[src/sv/nsjf_pkg.sv]
// Shared types, constants and helpers for the shortest-job-first scheduler.
// Used by nsjf_cmp and nonpreemptive_sjf_scheduler; depends on nothing.
package nsjf_pkg;

   localparam int TABLE_DEPTH = 16;
   localparam int ID_BITS     = 8;
   localparam int TIME_BITS   = 16;

   localparam int SLOT_BITS   = $clog2(TABLE_DEPTH);
   localparam int SCAN_BITS   = $clog2(TABLE_DEPTH + 1);
   localparam int BURST_W     = 16;
   localparam int PORT_TIME_W = 16;

   localparam logic [TIME_BITS-1:0] TIME_MAX = '1;

   localparam logic OP_ARRIVE = 1'b0;
   localparam logic OP_TICK   = 1'b1;

   localparam logic [1:0] STATUS_ACCEPTED   = 2'd0;
   localparam logic [1:0] STATUS_FULL       = 2'd1;
   localparam logic [1:0] STATUS_ZERO_BURST = 2'd2;
   localparam logic [1:0] STATUS_TICK       = 2'd3;

   typedef struct packed {
      logic [ID_BITS-1:0]   job;
      logic [TIME_BITS-1:0] arrival;
      logic [TIME_BITS-1:0] burst;
   } slot_type;

   localparam int SLOT_W = $bits(slot_type);

   typedef enum logic [2:0] {
      ST_IDLE,
      ST_FREE,
      ST_SCAN,
      ST_DISPATCH,
      ST_EXEC,
      ST_FINISH,
      ST_RESP
   } state_type;

   // Clamp an arriving burst to the internal time range.
   function automatic logic [TIME_BITS-1:0] sat_burst(input logic [BURST_W-1:0] b);
      logic [31:0] w;
      w = 32'(b);
      if (w > 32'(TIME_MAX)) begin
         return TIME_MAX;
      end
      return TIME_BITS'(w);
   endfunction

   // Increment, holding at the largest value.
   function automatic logic [TIME_BITS-1:0] sat_inc(input logic [TIME_BITS-1:0] t);
      if (t == TIME_MAX) begin
         return t;
      end
      return t + 1'b1;
   endfunction

   // Bring an internal time value to the 16-bit result width.
   function automatic logic [PORT_TIME_W-1:0] to_port(input logic [TIME_BITS-1:0] t);
      logic [31:0] w;
      w = 32'(t);
      return w[PORT_TIME_W-1:0];
   endfunction

endpackage

[src/sv/nonpreemptive_sjf_scheduler.sv]
// Non-preemptive shortest-job-first scheduler, top level.
// Depends on nsjf_pkg, nsjf_ram and nsjf_cmp.
//
// Usage:
//   Drive req_op, req_job_id and req_burst and raise start while busy is low;
//   the item is taken at that clock edge and busy stays high until its result
//   has been shown. req_op selects an arrival (job enters the ready table) or
//   a tick (one time unit passes on the CPU).
//   Every item yields exactly one result: rsp_valid is high for a single
//   cycle with all rsp_ fields, and the result is taken at the end of that
//   cycle. The receiver cannot stall, so nothing is ever held back.
// Sequencing, with D table slots:
//   zero-burst arrival: answered without touching the table.
//   arrival: walks the slots in order until it finds a free one or has
//   looked at all D; a full table is reported as such.
//   tick with a running job: runs it one unit, plus a finish step when it ends.
//   tick with the CPU idle: all D slots are scanned first to pick a job; the
//   ready table sits in a RAM with one read port and the shared comparator
//   looks at one slot per cycle.
//   A new item can be started the cycle after rsp_valid.
// Reset: synchronous, clears the ready table's valid bits, the tick counter
// and the CPU; slot contents are not cleared and need not be.
module nonpreemptive_sjf_scheduler
   import nsjf_pkg::*;
(
   input  logic                   clock,
   input  logic                   reset,
   input  logic                   start,
   output logic                   busy,
   input  logic                   req_op,
   input  logic [ID_BITS-1:0]     req_job_id,
   input  logic [BURST_W-1:0]     req_burst,
   output logic                   rsp_valid,
   output logic [1:0]             rsp_status,
   output logic [ID_BITS-1:0]     rsp_running_id,
   output logic                   rsp_dispatched,
   output logic                   rsp_finished,
   output logic [PORT_TIME_W-1:0] rsp_finish_time,
   output logic [PORT_TIME_W-1:0] rsp_wait_time
);

   // Sequencer state and the item being worked on.
   state_type              state_ff, state_in;
   logic                   op_ff, op_in;
   logic [ID_BITS-1:0]     job_ff, job_in;
   logic [TIME_BITS-1:0]   burst_ff, burst_in;
   logic [SCAN_BITS-1:0]   cnt_ff, cnt_in;

   // Ready table: valid bits in flops, slot contents in RAM.
   logic [TABLE_DEPTH-1:0] valid_ff, valid_in;

   // Scan pipeline: one slot read is in flight ahead of the compare.
   logic                   pend_ff, pend_in;
   logic [SLOT_BITS-1:0]   pend_idx_ff, pend_idx_in;
   slot_type               best_ff, best_in;
   logic [SLOT_BITS-1:0]   best_idx_ff, best_idx_in;
   logic                   best_found_ff, best_found_in;

   // CPU and clock.
   logic [TIME_BITS-1:0]   now_ff, now_in;
   logic                   cpu_busy_ff, cpu_busy_in;
   slot_type               cur_ff, cur_in;
   logic [TIME_BITS-1:0]   rem_ff, rem_in;
   logic [TIME_BITS-1:0]   fin_ff, fin_in;
   logic [TIME_BITS:0]     used_ff, used_in;

   // Result registers.
   logic [1:0]             status_ff, status_in;
   logic [ID_BITS-1:0]     run_id_ff, run_id_in;
   logic                   disp_ff, disp_in;
   logic                   done_ff, done_in;
   logic [PORT_TIME_W-1:0] fin_out_ff, fin_out_in;
   logic [PORT_TIME_W-1:0] wait_out_ff, wait_out_in;

   // Shared unit wiring.
   logic [SLOT_BITS-1:0]   idx;
   logic                   last_slot;
   logic                   scan_done;
   logic                   ram_we;
   slot_type               ram_wdata;
   logic [SLOT_W-1:0]      ram_rdata;
   slot_type               cand;
   logic                   cand_better;
   logic [TIME_BITS-1:0]   rem_dec;
   logic [TIME_BITS:0]     wait_diff;

   assign idx       = cnt_ff[SLOT_BITS-1:0];
   assign last_slot = cnt_ff == SCAN_BITS'(TABLE_DEPTH - 1);
   assign scan_done = cnt_ff == SCAN_BITS'(TABLE_DEPTH);
   assign rem_dec   = (rem_ff != '0) ? rem_ff - 1'b1 : rem_ff;
   assign wait_diff = {1'b0, fin_ff} - used_ff;

   // Write the arriving job into the first free slot the walk reaches.
   assign ram_we    = (state_ff == ST_FREE) && !valid_ff[idx];
   assign ram_wdata = '{job: job_ff, arrival: now_ff, burst: burst_ff};

   nsjf_ram #(
      .WIDTH (SLOT_W),
      .DEPTH (TABLE_DEPTH)
   ) u_table (
      .clock   (clock),
      .wr_en   (ram_we),
      .wr_addr (idx),
      .wr_data (ram_wdata),
      .rd_addr (idx),
      .rd_data (ram_rdata)
   );

   assign cand = slot_type'(ram_rdata);

   nsjf_cmp u_cmp (
      .cand       (cand),
      .best       (best_ff),
      .best_found (best_found_ff),
      .better     (cand_better)
   );

   // Next state.
   always_comb begin
      state_in = state_ff;
      unique case (state_ff)
         ST_IDLE: begin
            if (start) begin
               if (req_op == OP_ARRIVE) begin
                  state_in = (req_burst == '0) ? ST_RESP : ST_FREE;
               end else begin
                  state_in = cpu_busy_ff ? ST_EXEC : ST_SCAN;
               end
            end
         end
         ST_FREE: begin
            if (!valid_ff[idx] || last_slot) begin
               state_in = ST_RESP;
            end
         end
         ST_SCAN: begin
            if (scan_done) begin
               state_in = ST_DISPATCH;
            end
         end
         ST_DISPATCH: begin
            state_in = ST_EXEC;
         end
         ST_EXEC: begin
            state_in = (cpu_busy_ff && rem_dec == '0) ? ST_FINISH : ST_RESP;
         end
         ST_FINISH: begin
            state_in = ST_RESP;
         end
         ST_RESP: begin
            state_in = ST_IDLE;
         end
         default: begin
            state_in = ST_IDLE;
         end
      endcase
   end

   // Datapath and result updates per state.
   always_comb begin
      op_in         = op_ff;
      job_in        = job_ff;
      burst_in      = burst_ff;
      cnt_in        = cnt_ff;
      valid_in      = valid_ff;
      pend_in       = 1'b0;
      pend_idx_in   = pend_idx_ff;
      best_in       = best_ff;
      best_idx_in   = best_idx_ff;
      best_found_in = best_found_ff;
      now_in        = now_ff;
      cpu_busy_in   = cpu_busy_ff;
      cur_in        = cur_ff;
      rem_in        = rem_ff;
      fin_in        = fin_ff;
      used_in       = used_ff;
      status_in     = status_ff;
      run_id_in     = run_id_ff;
      disp_in       = disp_ff;
      done_in       = done_ff;
      fin_out_in    = fin_out_ff;
      wait_out_in   = wait_out_ff;

      unique case (state_ff)
         ST_IDLE: begin
            if (start) begin
               // Latch the item and clear the result fields.
               op_in         = req_op;
               job_in        = req_job_id;
               burst_in      = sat_burst(req_burst);
               cnt_in        = '0;
               best_found_in = 1'b0;
               run_id_in     = '0;
               disp_in       = 1'b0;
               done_in       = 1'b0;
               fin_out_in    = '0;
               wait_out_in   = '0;
               if (req_op == OP_TICK) begin
                  status_in = STATUS_TICK;
               end else if (req_burst == '0) begin
                  status_in = STATUS_ZERO_BURST;
               end else begin
                  status_in = STATUS_ACCEPTED;
               end
            end
         end
         ST_FREE: begin
            cnt_in = cnt_ff + 1'b1;
            if (!valid_ff[idx]) begin
               valid_in[idx] = 1'b1;
               status_in     = STATUS_ACCEPTED;
            end else if (last_slot) begin
               status_in = STATUS_FULL;
            end
         end
         ST_SCAN: begin
            // Issue the read for slot cnt, compare the slot read last cycle.
            cnt_in      = cnt_ff + 1'b1;
            pend_in     = !scan_done && valid_ff[idx];
            pend_idx_in = idx;
            if (pend_ff && cand_better) begin
               best_in       = cand;
               best_idx_in   = pend_idx_ff;
               best_found_in = 1'b1;
            end
         end
         ST_DISPATCH: begin
            if (best_found_ff) begin
               valid_in[best_idx_ff] = 1'b0;
               cur_in                = best_ff;
               rem_in                = best_ff.burst;
               cpu_busy_in           = 1'b1;
               disp_in               = 1'b1;
            end
         end
         ST_EXEC: begin
            // Run one unit, then advance the clock.
            if (cpu_busy_ff) begin
               rem_in    = rem_dec;
               run_id_in = cur_ff.job;
               if (rem_dec == '0) begin
                  done_in     = 1'b1;
                  fin_in      = sat_inc(now_ff);
                  used_in     = {1'b0, cur_ff.arrival} + {1'b0, cur_ff.burst};
                  cpu_busy_in = 1'b0;
               end
            end
            now_in = sat_inc(now_ff);
         end
         ST_FINISH: begin
            // Drop a negative wait to zero (only under tick saturation).
            fin_out_in = to_port(fin_ff);
            if ({1'b0, fin_ff} > used_ff) begin
               wait_out_in = to_port(wait_diff[TIME_BITS-1:0]);
            end else begin
               wait_out_in = '0;
            end
         end
         ST_RESP: begin
         end
         default: begin
         end
      endcase
   end

   always_ff @(posedge clock) begin
      if (reset) begin
         state_ff    <= ST_IDLE;
         valid_ff    <= '0;
         now_ff      <= '0;
         cpu_busy_ff <= 1'b0;
         cur_ff      <= '0;
         rem_ff      <= '0;
         pend_ff     <= 1'b0;
      end else begin
         state_ff    <= state_in;
         valid_ff    <= valid_in;
         now_ff      <= now_in;
         cpu_busy_ff <= cpu_busy_in;
         cur_ff      <= cur_in;
         rem_ff      <= rem_in;
         pend_ff     <= pend_in;
      end
   end

   always_ff @(posedge clock) begin
      op_ff         <= op_in;
      job_ff        <= job_in;
      burst_ff      <= burst_in;
      cnt_ff        <= cnt_in;
      pend_idx_ff   <= pend_idx_in;
      best_ff       <= best_in;
      best_idx_ff   <= best_idx_in;
      best_found_ff <= best_found_in;
      fin_ff        <= fin_in;
      used_ff       <= used_in;
      status_ff     <= status_in;
      run_id_ff     <= run_id_in;
      disp_ff       <= disp_in;
      done_ff       <= done_in;
      fin_out_ff    <= fin_out_in;
      wait_out_ff   <= wait_out_in;
   end

   // The latched op only steers the result code; keep it visible on status.
   assign busy            = state_ff != ST_IDLE;
   assign rsp_valid       = state_ff == ST_RESP;
   assign rsp_status      = (op_ff == OP_TICK) ? STATUS_TICK : status_ff;
   assign rsp_running_id  = run_id_ff;
   assign rsp_dispatched  = disp_ff;
   assign rsp_finished    = done_ff;
   assign rsp_finish_time = fin_out_ff;
   assign rsp_wait_time   = wait_out_ff;

endmodule

[src/sv/nsjf_ram.sv]
// Generic single-write, single-read RAM with registered read data.
// Standalone; no package dependency.
module nsjf_ram #(
   parameter int WIDTH = 8,
   parameter int DEPTH = 16
) (
   input  logic                     clock,
   input  logic                     wr_en,
   input  logic [$clog2(DEPTH)-1:0] wr_addr,
   input  logic [WIDTH-1:0]         wr_data,
   input  logic [$clog2(DEPTH)-1:0] rd_addr,
   output logic [WIDTH-1:0]         rd_data
);

   logic [WIDTH-1:0] mem_ff [DEPTH];
   logic [WIDTH-1:0] rd_data_ff;

   always_ff @(posedge clock) begin
      if (wr_en) begin
         mem_ff[wr_addr] <= wr_data;
      end
      rd_data_ff <= mem_ff[rd_addr];
   end

   assign rd_data = rd_data_ff;

endmodule

[src/sv/nsjf_cmp.sv]
// Shared job-ordering comparator: least burst, then earliest arrival,
// then lowest job id. Depends on nsjf_pkg.
module nsjf_cmp
   import nsjf_pkg::*;
(
   input  slot_type cand,
   input  slot_type best,
   input  logic     best_found,
   output logic     better
);

   logic burst_lt, burst_eq, arr_lt, arr_eq, job_lt;

   assign burst_lt = cand.burst < best.burst;
   assign burst_eq = cand.burst == best.burst;
   assign arr_lt   = cand.arrival < best.arrival;
   assign arr_eq   = cand.arrival == best.arrival;
   assign job_lt   = cand.job < best.job;

   // Strict ordering: an equal candidate never displaces an earlier slot.
   assign better = !best_found || burst_lt || (burst_eq && arr_lt)
                   || (burst_eq && arr_eq && job_lt);

endmodule

[config.mk]
export PLATFORM = sky130hd
export DESIGN_NAME = nonpreemptive_sjf_scheduler
export DESIGN_NICKNAME = d
export VERILOG_FILES = /design/src/sv/nsjf_pkg.sv /design/src/sv/nonpreemptive_sjf_scheduler.sv /design/src/sv/nsjf_ram.sv /design/src/sv/nsjf_cmp.sv
export SDC_FILE = /design/constraint.sdc
export NUM_CORES = 1
export LEC_CHECK = 0
export ABC_AREA = 1
export BUFFER_PORTS_ARGS = -buffer_cell sky130_fd_sc_hd__buf_2
export CORE_ASPECT_RATIO = 0.7
export CORE_MARGIN = 5
export CORE_UTILIZATION = 60
export CTS_CLUSTER_SIZE = 14
export DETAILED_ROUTE_END_ITERATION = 10
export GPL_TIMING_DRIVEN = 0
export PLACE_DENSITY = 0.77
export SLEW_MARGIN = 20
export SYNTH_ARGS = -nofsm -noshare
export SYNTH_HDL_FRONTEND = slang
export SYNTH_SLANG_ARGS = --single-unit
[constraint.sdc]
create_clock -name clock -period 11.9 [get_ports clock]
set_clock_uncertainty 0.15 [all_clocks]
set_input_delay 1.785 -clock clock [delete_from_list [all_inputs] [get_ports clock]]
set_output_delay 1.785 -clock clock [all_outputs]
set_load 0.05 [all_outputs]
==> flow_summary.toml <==
[status]
outcome = "finished, final reports clean"

[timing]
holdWs_ns = 0.279
period_share_pct = 34.3
setup_violations = 0
slew_violations = 0
hold_viol = 0
max_slew_margin_pct = 17.1
worstMarginPinSlew_ns = 1.24
rsz0062_at_grt = "false"
fmax_mhz = 245
fin_crit_ns = 4.08
tns_ns = 0

[logic_synthesis]
synthXorXnorAreaFrac_pct = 0.836
synth_mux_area_share_pct = 0
synthCells = 3182
ys_types = 50
synthTopCellsByArea = "edfxtp_1 (63%), dfxtp_1 (7.1%), o21ai_0 (5.7%), nor2_1 (4.5%), nand2_1 (3.9%)"
synthArstFlopShare_pct = 0
synth_ff_type = "edfxtp_1"
synth.avg_cell_area_sq_um = 11.9
synth_top_family_by_area = "compound AO/OA/AOI/OAI gates"
syn_nets = 3290
yosysTopAreaCell = "edfxtp_1"
syn_area_sq_um = 37700
synth_seq_cells = 929
synth_warnings = 0
synthAdderAreaFrac_pct = 2.69
synth_compound_area_share_pct = 11.1
ys_seq_area_share_pct = 70.4
yosys.area.top_type_share_pct = 63.4
yosys.area_share.simple_pct = 11.1
synth_edf_count = 796

[pwr]
power_frac_seq_pct = 42.5
internal_power_mw = 6.33
power.share.clock_pct = 26.2
p_switching_mw = 3.93
cellPowerDensity_nw_per_um2 = 241
combPwrFrac_pct = 31.3
sw_frac_of_total_pct = 38.3
vdd_drop_max_uv = 168
p_leak_nw = 15.5

[drt]
wl_microns = 109000
drc = 0
highest_layer = "met4"
route.antenna.remaining_nets = 0
wl_met3_microns = 16600
num_vias = 27400
avgRoutedWirePerCell_microns = 25.6
viasPerCell = 6.43
wl_met1_microns = 42500
dr_wl_met2_microns = 46300
dr.pass1.iters = 6
first_iter_violations = 4645

[worst_setup_path]
worstPathRequired_ns = 12.10
max_stage_delay_ns = 0.71
cp_cell_sequence = "buf_4 > inv_2 > buf_4 > buf_2 > clkbuf_1 > ha_1 > nand2_1 > nor2_4 > buf_12"
crit_top_cell = "buf_4"
worstPathMaxFanout = 21
cp_data_arrival_time_ns = 4.27
cp-end-kind = "flip-flop"
slowest_stage = "nor2_4"
critPathLaunchType = "flip-flop"
path_class = "reg -> reg"

[grt]
grt_pass1_wl_microns = 160000
first_global_vias = 25500
grt_max_degree = 42
grt_usage_pct = 31.7
antenna_found_initial = 0
overflow = 0

[placement]
hpwl_microns = 74100
gp_congestion = 0.975
numPortBuffers = 73
placedCellCount = 4108

[finish]
fillers = 4186
layout-drive-gt1-share_pct = 9.10
area_growth_pct = 12.9
final_net_count = 3483
final_util_pct = 68.8
final_cells = 4261

[floorplan]
io_pins = 74
rows = 76
die_x_microns = 310
die_y_microns = 220
dieArea_sq_um = 68000
start_util_pct = 60.9
coreArea_sq_um = 61900

[clock_network]
cts_tree = "built"
cts_buffers = 84
clk_pin_slew_ns = 0.07
ctsHoldBuffers = 0
clock_sinks = 929
clk-insertion-delay-late_ns = 0.66
cts_buffer_depth = 3
root_buffer = "clkbuf_16"
cts_resized = 0
cts.htree.levels = 3
cts_setup_buffers = 0

[worst_hold_path]
hold_path.class = "reg -> reg"

[run]
drv_cap = 0
## metrics by stage
step	power (mW)	setup WS [ns]	cell area, sq um
global placement	7.30	5.14	39100
detailed placement	7.48	7.91	39900
CTS	10.1	7.95	42600
floorplan	6.17	7.35	37700
finish	10.3	7.82	42600
global route	10.6	7.82	42600
## layer usage
layer  vias up  track usage (%)
li1      11800                -
met3       246             7.86
met1     13300             48.2
met4         0             10.1
met2      2097             45.7
met5         -                0
## cells in the mapped netlist (2+ instances only)
| cell | n |
|---|---|
| edfxtp_1 | 796 |
| nor2_1 | 456 |
| o21ai_0 | 429 |
| nand2_1 | 388 |
| inv_1 | 189 |
| o22ai_1 | 161 |
| dfxtp_1 | 133 |
| clkbuf_1 | 127 |
| a21oi_1 | 118 |
| ha_1 | 78 |
| nand4_1 | 55 |
| nand3_1 | 49 |
| xor2_1 | 28 |
| a31oi_1 | 20 |
| buf_2 | 17 |
| nor3_1 | 16 |
| nor2_2 | 11 |
| buf_1 | 8 |
| xnor2_1 | 8 |
| inv_2 | 7 |
| nor2_4 | 7 |
| o211a_1 | 7 |
| a211oi_1 | 6 |
| nand2_2 | 5 |
| nand3b_1 | 5 |
| nor4_1 | 5 |
| o211ai_1 | 5 |
| a21o_1 | 4 |
| buf_6 | 4 |
| o21ai_1 | 4 |
| or2_2 | 4 |
| buf_4 | 3 |
| nand2_4 | 3 |
| o21a_1 | 3 |
| o21bai_1 | 3 |
| and3_1 | 2 |
| clkinv_1 | 2 |
| fa_1 | 2 |
| nor3_2 | 2 |
| o31ai_1 | 2 |
## registers in the layout, summed over array words and instances (netlist names), 16 cells and up
name and cells:
valid_ff 16, rsp_finish_time 16, used_ff 17, fin_ff 16, burst_ff 16, rsp_wait_time 16, now_ff 16, u_table.rd_data 40
cur_ff 40, best_ff 40, u_table.mem_ff 640, rem_ff 16
## power groups by stage
stage / clock, mW / sequential [mW] / combinational, mW
3_3_place_gp: 0 / 4.40 / 2.90
6_report: 2.69 / 4.36 / 3.21
3_5_place_dp: 0 / 4.42 / 3.06
5_1_grt: 2.83 / 4.39 / 3.41
2_1_floorplan: 0 / 4.41 / 1.76
4_1_cts: 2.69 / 4.35 / 3.09
## placed cells by master, fill, tap and decap left out, types with 5 or more instances in the layout
master	n
o211ai_1	5
a211oi_1	6
clkinv_1	10
inv_1	187
nor2_2	11
edfxtp_1	796
clkbuf_8	13
clkbuf_1	152
buf_4	6
a31oi_1	20
o21ai_0	429
nor4_1	5
xor2_1	28
buf_1	8
nand4_1	55
inv_2	8
nand3_1	49
ha_1	78
buf_2	90
xnor2_1	8
o211a_1	7
a21oi_1	118
nor2_4	20
nand3b_1	5
nor3_1	15
nand2_2	6
clkinv_2	8
o22ai_1	161
clkbuf_16	84
nand2_1	387
nor2_1	443
dfxtp_1	133
buf_12	25
## kinds of logic (layout without fill, tap and decap cells)
family | after synthesis | count (layout)
other | 0 | 1
AND/OR/NAND/NOR | 1010 | 1010
flip-flops | 929 | 929
adder cells (fa/ha/maj) | 80 | 80
AO/OA/AOI/OAI | 769 | 769
XOR/XNOR | 36 | 36
buffers and inverters | 358 | 617
## worst paths after layout
| check | cells after the start | start | to | slack, ns |
|---|---|---|---|---|
| worst max-delay path | 9 | cnt_ff[1]$_SDFFCE_PN0P_ | u_table.mem_ff[1][7]$_DFFE_PP_ | 7.82 |
| worst min-delay path | 0 | pend_idx_ff[1]$_DFFE_PP_ | best_idx_ff[1]$_DFFE_PP_ | 0.28 |
| worst max register to register | 9 | cnt_ff[1]$_SDFFCE_PN0P_ | u_table.mem_ff[1][7]$_DFFE_PP_ | 7.82 |
| worst min register to register | 0 | pend_idx_ff[1]$_DFFE_PP_ | best_idx_ff[1]$_DFFE_PP_ | 0.28 |
## layout make-up
class,instances,area (sq um),share of cell area (%)
Tap cell,819,1020,2.41
Inverter,198,746,1.75
Timing Repair Buffer,107,1020,2.39
Multi-Input combinational cell,1895,9850,23.1
Clock buffer,122,2370,5.58
Clock inverter,30,328,0.770
Buffer,160,664,1.56
Antenna cell,1,2.50,0.00588
Sequential cell,929,26600,62.4
## worst max-delay path, delay by kind of cell, from the launching register on
family,cells,cell delay [ns]
buffers and inverters,6,1.95
AND/OR/NAND/NOR,2,0.84
flip-flops,1,0.44
adder cells (fa/ha/maj),1,0.34
(Power assumes the default switching activity.)
